===== src/swrl_pkg.sv =====
`timescale 1ns / 1ps

package swrl_pkg;

   localparam int CLIENT_SLOTS_DEF = 8;
   localparam int RING_DEPTH_DEF   = 512;

   localparam int STAMP_W = 32;
   localparam int SLOT_W_PORT = 3;
   localparam int CFG_W = 16;
   localparam int COUNT_OUT_W = 10;

   localparam logic [CFG_W-1:0]       REQUEST_LIMIT_RESET  = 16'd300;
   localparam logic [CFG_W-1:0]       WINDOW_SECONDS_RESET = 16'd60;
   localparam logic [COUNT_OUT_W-1:0] COUNT_OUT_MAX        = 10'd1023;

   // register select: word address bit 2 picks the register
   localparam logic REG_SEL_REQUEST_LIMIT  = 1'b0;
   localparam logic REG_SEL_WINDOW_SECONDS = 1'b1;

   typedef struct packed {
      logic [STAMP_W-1:0] diff;
      logic               borrow;
   } sub_res_type;

endpackage


===== src/swrl_sub_unit.sv =====
`timescale 1ns / 1ps

module swrl_sub_unit
   import swrl_pkg::*;
(
   input  logic [STAMP_W-1:0] op_a,
   input  logic [STAMP_W-1:0] op_b,
   output sub_res_type        res
);

   logic [STAMP_W:0] wide_diff;

   // borrow set means op_a < op_b
   assign wide_diff  = {1'b0, op_a} - {1'b0, op_b};
   assign res.diff   = wide_diff[STAMP_W-1:0];
   assign res.borrow = wide_diff[STAMP_W];

endmodule


===== config.mk =====
export PLATFORM = sky130hd
export DESIGN_NAME = swrl_sub_unit
export DESIGN_NICKNAME = d
export VERILOG_FILES = /design/src/swrl_pkg.sv /design/src/swrl_sub_unit.sv
export SDC_FILE = /design/constraint.sdc
export NUM_CORES = 1
export LEC_CHECK = 0
export BUFFER_PORTS_ARGS = -buffer_cell sky130_fd_sc_hd__buf_4
export CAP_MARGIN = 20
export CORE_MARGIN = 4
export CORE_UTILIZATION = 53
export DETAILED_ROUTE_END_ITERATION = 7
export GPL_TIMING_DRIVEN = 0
export PLACE_DENSITY = 0.95
export RECOVER_POWER = 50
export SYNTH_ARGS = -nofsm -noshare
export SYNTH_HDL_FRONTEND = slang
export SYNTH_SLANG_ARGS = --single-unit

===== constraint.sdc =====
create_clock -name vclk -period 5.5
set_clock_uncertainty 0.1 [all_clocks]
set_input_delay 0.55 -clock vclk [all_inputs]
set_output_delay 0.55 -clock vclk [all_outputs]
set_load 0.02 [all_outputs]

==> results by group, run 1 <==
Synthesis
  • Syn nets: roughly 370
  • Synth Warn #: 0
  • Post-synthesis sequential area ratio: 0%
  • Synth unique cells: 51
  • Synthesized area: between 1500 and 2000 um2
  • Average size of a mapped cell: 6.85 um2
  • Synthesized instance count: between 200 and 300

Outcome
  • Status: completed

Critical path
  • Req. time, crit path: 4.85 ns
  • CP top delay family: compound AO/OA/AOI/OAI gates
  • Crit path DAT: between 3 and 4 ns
  • Critical Path Max Stage Delay: 0.41 ns
  • CP Launch Type: primary input
  • CP Buf/Inv Count: 3
  • Critical Path Sink Type: output port
  • Slowest CP cell: fa_1
  • Max FO, Critical Path: 4
  • Setup Crit Path Kind: in -> out
  • Stages on worst setup path: 12
  • Crit-path cells: buf_4 -> inv_1 -> ha_1 -> fa_1 -> nor2b_1 -> o2111a_1 -> o21ai_1 -> a21oi_1 -> a21oi_1 -> o31ai_1 -> xor2_1 -> buf_4

Cells and area
  • Layout cells sized above 1: 26.0%
  • Nets: 472
  • Sequential cells: 0
  • Reg area: 0 um2
  • Layout clock buffers: 0
  • Number of diodes: 0
  • Final core occ: 77.2%
  • Layout overhead on the synthesized area: 38.5%

Timing
  • RSZ-0062 raised after global routing: false
  • Slew Limit Fails: 0
  • Final Hold Fails: 0
  • Setup TNS: 0 ns
  • Relative slew slack: 68.5%
  • Fmax: about 270 MHz
  • Final Cycle Share: 66.9%
  • Slew @ Worst Pin: around 0.46 ns
  • Setup violations, final: 0
  • Min Tclk post-route: 3.68 ns
  • PnR worst setup slack: 1.82 ns

Drt
  • Via count: 2,350
  • WL final: 5350 um
  • Drt via density: 5.61
  • Antenna viol nets, final: 0
  • DRT iter0 DRCs: 69
  • Drt drc: 0
  • Routed wire per std cell: 12.8 um
  • Pre-antenna DRT Iters: 4

Power
  • Maximum vdd ir drop: 0.0863 mV
  • Power Total: just under 0.4 mW
  • Leakage: 1.42 nW
  • PD cells: 151 nW/um2

Placed design
  • Number of buffers added on ports: 97
  • Placer Congestion: 0.939
  • Post-place setup slack: 1.92 ns
  • HPWL after DPL: 4680 um

Global route
  • Total track usage: 21.8%
  • Global route overflow: 0
  • Initial antenna violation count: 0
  • First-pass GRT wire length: 8280 um
  • Largest net degree at the start of global routing: 10
  • Vias in the first global route: 2,115

Min path
  • Hold WC Path Type: in -> out
  • Worst Hold Depth: 4

Die
  • Die Ht: 67.7 um
  • Initial core utilization: 55.8%
  • Core Region: between 3000 and 4000 um2
  • Chip width: 67.7 um
  • Area of the die: 4590 um2
  • Core Rows: 21
  • Num ports: 97

CTS
  • Hold buffers post-CTS: 0
  • Post-CTS Resized: 0
  • Postcts setup bufs: 0

Run
  • Maxcap violations: 0
-- synth_stat cells, types with 2 or more instances --
library cell  instances  share of area (%)
o21a_1                6                2.4
nand2_1              21                4.2
a21o_1               15                6.0
nand4_1               6                2.0
and3_1                2               0.66
o21ai_0              14                3.7
o211ai_1              2               0.79
a21oi_1              22                5.8
clkbuf_1              7                1.4
nor2_1               12                2.4
nor2b_1               3               0.99
inv_1                40                7.9
nor3_1                4                1.1
and2_1                2               0.66
o21ai_1               2               0.53
o21bai_1              2               0.79
a211oi_1              6                2.4
o31ai_1               2               0.79
ha_1                 32                 21
a21boi_1              2               0.79
a31oi_1               5                1.7
nand3_1               8                2.1
xnor2_1              15                6.9
buf_2                 5                1.3
a41oi_1               2               0.93
xor2_1               14                6.5
-- kinds of logic after synthesis --
logic type	synth area share, %
adder cells (fa/ha/maj)	22.2
AO/OA/AOI/OAI	36.7
buffers and inverters	10.7
XOR/XNOR	13.4
AND/OR/NAND/NOR	17.0
-- worst min-delay path, delay by kind of cell --
kind	cells	cell delay, ns
buf+inv	3	0.27
fa+ha+maj	1	0.11
-- per-layer routing --
layer	up-vias	GRT usage, %	part of all wire (%)
met5	-	0	0
met4	0	1.27	0
met3	0	1.33	7.6
met2	84	43.9	52
met1	1078	25.8	41
li1	1188	-	-
-- through the flow --
stage	cell area (um2)	cells	hold slack (ns)
2_1_floorplan	1890	276	1.18
3_3_place_gp	2680	419	1.35
3_5_place_dp	2680	419	1.36
4_1_cts	2680	419	1.36
5_1_grt	2620	419	1.39
6_report	2620	419	1.38
-- where the power goes --
group          switching [mW]  leakage (nW)  internal, mW
clock network               0             0             0
logic                   0.227          1.42         0.168
registers                   0             0             0
total                   0.227          1.42         0.168
-- cell type report --
cell class                 count  area (um2)
timing repair buffer          97         676
tap                           46        57.6
inverter                      40         150
buffer                        12        51.3
multi-input combinational    224        1680
fill                         282         772
-- final timing paths --
| check | startpoint | endpoint | slack, ns |
|---|---|---|---|
| setup / recovery | op_a[0] | res[31] | 1.82 |
| hold / removal | op_b[0] | res[1] | 1.38 |
-- cell usage in the layout, fill, tap and decap left out, types with 2 or more instances in the layout --
| cell | netlist | layout |
|---|---|---|
| o21a_1 | 6 | 6 |
| o21ai_1 | 2 | 2 |
| xnor2_1 | 15 | 15 |
| clkbuf_1 | 7 | 21 |
| nor2b_1 | 3 | 4 |
| and3_1 | 2 | 2 |
| buf_2 | 5 | 5 |
| xor2_1 | 14 | 14 |
| nand4_1 | 6 | 6 |
| ha_1 | 32 | 32 |
| a31oi_1 | 5 | 5 |
| o21bai_1 | 2 | 2 |
| inv_1 | 40 | 40 |
| a211oi_1 | 6 | 6 |
| a21boi_1 | 2 | 2 |
| and2_1 | 2 | 2 |
| nand3_1 | 8 | 8 |
| buf_4 | 0 | 83 |
| a21oi_1 | 22 | 23 |
| a21o_1 | 15 | 15 |
| nor3_1 | 4 | 4 |
| o31ai_1 | 2 | 2 |
| a41oi_1 | 2 | 2 |
| o211ai_1 | 2 | 2 |
| nand2_1 | 21 | 21 |
| nor2_1 | 12 | 12 |
| o21ai_0 | 14 | 14 |
Power figures use the tool's default switching activity.
==> inputs of run 2 (changes only) <==
Settings changed: ABC_AREA set to 1, PLACE_DENSITY 0.95 to 0.93.
Clock period 5.5 ns to 3.5 ns, I/O delays scaled along.
==> run 2 against run 1 <==
Compared with the run above: routed wire length rose by 46%; utilization fell by 6.8 points; clock-buffer cell count did not move; hold slack got worse by 0.41 ns; die area rose by 32%; via count rose by 43%; synthesized cell count rose by 99%; largest cell class unchanged; highest routed layer is now met4.
==> results by group, run 2 <==
Critical path
  • Max FO, Critical Path: 3 (-1)
  • Most used cell, CP: nand2_1
  • Crit path from: op_a[0]
  • Setup crit end: res[17]
  • Setup Crit Path Kind: in -> out
  • Crit-path cells: buf_4 -> inv_1 -> ha_1 -> fa_1 -> inv_1 -> nand3_1 -> nand3_1 -> nand2_1 -> nand2_1 -> nand2_1 -> nand3b_1 -> nand2_1 -> nand2_1 -> buf_4
  • Slowest CP cell: fa_1
  • Critical Path Max Stage Delay: 0.41 ns (about the same)
  • Req. time, crit path: 3.05 ns (-1.80 ns)
  • CP Launch Type: primary input
  • Crit path DAT: 2.18 ns (-0.85 ns)
  • Critical Path Sink Type: output port

Global route
  • Initial antenna violation count: 0 (unchanged)
  • Largest net degree at the start of global routing: 7 (-3)
  • Vias in the first global route: 3,081 (+46%)
  • First-pass GRT wire length: 13,100 um (+58%)
  • Global route overflow: 0 (unchanged)
  • Total track usage: 25.5% (+3.7 points)

Cells and area
  • Layout overhead on the synthesized area: 29.2%
  • Filler Cell Count: 470 (+67%)
  • Number of diodes: 0 (unchanged)
  • Finished Cell Area: 3320 um2 (+27%)
  • Commonest non-fill, non-tap cell in the layout: nand2_1
  • Layout clock buffers: 0 (unchanged)
  • Most frequent cells in the layout: nand2_1 (233), inv_1 (153), buf_4 (83), nor2_1 (45), ha_1 (32)
  • Reg area: 0 um2 (unchanged)
  • Area of the multi-input gates: 1990 um2 (+18%)
  • Layout cells sized above 1: 14.4% (-12 points)
  • Sequential cells: 0 (unchanged)
  • Nets: 746 (+58%)

Synthesis
  • Syn nets: 647 (+73%)
  • Count leader, synth: nand2_1
  • Most frequent cells after synthesis: nand2_1 (232), inv_1 (153), nor2_1 (45)
  • Share of the synthesized area in the top cell type: 33.9% (+13 points)
  • Synth Warn #: 0 (unchanged)
  • Yosys top cell by area: nand2_1
  • Synthesized area: 2570 um2 (+36%)
  • Synth unique cells: 21 (-59%)
  • Average size of a mapped cell: 4.68 um2 (-32%)
  • Top post-synthesis cells by area: nand2_1 (34%), inv_1 (22%), ha_1 (16%)
  • Synthesized instance count: 550 (+99%)
  • Post-synthesis sequential area ratio: 0% (unchanged)

Die
  • Die Ht: 77.7 um (+15%)
  • Area of the die: 6030 um2 (+32%)
  • Num ports: 97 (unchanged)
  • Chip width: 77.7 um (+15%)
  • Initial core utilization: 54.5% (-1.3 points)
  • Core Rows: 25 (+19%)
  • Core Region: 4720 um2 (+39%)

Timing
  • PnR worst setup slack: 0.866 ns (-0.954 ns)
  • RSZ-0062 raised after global routing: false
  • Slew Limit Fails: 0 (unchanged)
  • Fmax: 380 MHz
  • Slew @ Worst Pin: 0.280 ns (-0.182 ns)
  • Relative slew slack: 81.4% (+13 points)
  • Min Tclk post-route: 2.63 ns
  • Setup TNS: 0 ns (unchanged)
  • Final Cycle Share: 75.3%
  • Setup violations, final: 0 (unchanged)
  • Final Hold Fails: 0 (unchanged)

Drt
  • Antenna viol nets, final: 0 (unchanged)
  • Routed wire per std cell: 11.0 um (-14%)
  • WL final: 7830 um (+46%)
  • DRT iter0 DRCs: 209 (+200%)
  • Pre-antenna DRT Iters: 4 (unchanged)
  • Drt via density: 4.71 (-16%)
  • Drt drc: 0 (unchanged)
  • Via count: 3,362 (+43%)

Run
  • Maxcap violations: 0 (unchanged)

Min path
  • Hold WC Path Type: in -> out

Power
  • Maximum vdd ir drop: 0.105 mV (+22%)
  • PD cells: 197 nW/um2 (+31%)
  • Leakage: 2.38 nW (+68%)

Placed design
  • Post-place setup slack: 0.884 ns (-1.04 ns)
  • Number of buffers added on ports: 97 (unchanged)
  • Placer Congestion: 0.981 (+4.5%)
  • HPWL after DPL: 7100 um (+52%)
  • Area post-placement: 3380 um2 (+26%)

CTS
  • Hold buffers post-CTS: 0 (unchanged)
  • Post-CTS Resized: 0 (unchanged)
  • Postcts setup bufs: 0 (unchanged)

Outcome
  • Status: completed
run 2: worst min path at each step:
stage	startpoint	endpoint	slack (ns)	cells after the start
finish	op_b[0]	res[1]	0.97	4
detailed placement	op_b[0]	res[1]	0.96	4
global route	op_b[0]	res[1]	1.01	4
floorplan	op_b[0]	res[1]	0.78	2
global placement	op_b[0]	res[1]	0.95	4
CTS	op_b[0]	res[1]	0.96	4
run 2: metrics by stage:
| stage | power (mW) | cells | hold slack (ns) | util (%) |
|---|---|---|---|---|
| after floorplan | 0.426 | 550 | 0.782 | - |
| after global placement | 0.671 | 714 | 0.954 | 71.7 |
| after detailed placement | 0.679 | 714 | 0.961 | 71.7 |
| after CTS | 0.682 | 714 | 0.962 | 71.7 |
| after global routing | 0.726 | 714 | 1.01 | 70.4 |
| final | 0.656 | 714 | 0.969 | 70.4 |
run 2: logic make-up (layout without fill, tap and decap cells):
logic type | count (synthesis) | count (layout) | share of synthesized area (%)
and+or+nand+nor | 326 | 326 | 51.7
xor gates and xnor gates | 14 | 14 | 4.77
adders and majority gates | 33 | 33 | 16.3
AOI/OAI and AO/OA | 24 | 24 | 4.86
buffers and inverters | 153 | 250 | 22.3
run 2: area by class of cell:
type	instances	area share, %
inverters	153	17.3
multi-input cells	397	59.9
well taps	67	2.52
repair buffers	97	20.3
run 2: worst max-delay path, delay by kind of cell:
| kind | cells | cell delay, ns |
|---|---|---|
| buffers and inverters | 4 | 0.38 |
| adders and majority gates | 2 | 0.63 |
| and+or+nand+nor | 8 | 0.82 |
run 2: metal layers:
layer	global-route usage, %	part of all wire, %	up-vias
li1	-	-	1803
met1	35.1	47	1442
met2	45.1	47	109
met3	0.812	5.7	8
met4	3.20	0.96	0
met5	0	0	-
run 2: power breakdown:
| part | internal, mW | leakage [nW] | switching [mW] |
|---|---|---|---|
| Sequential | 0 | 0 | 0 |
| Clock | 0 | 0 | 0 |
| Combinational | 0.250 | 2.38 | 0.406 |
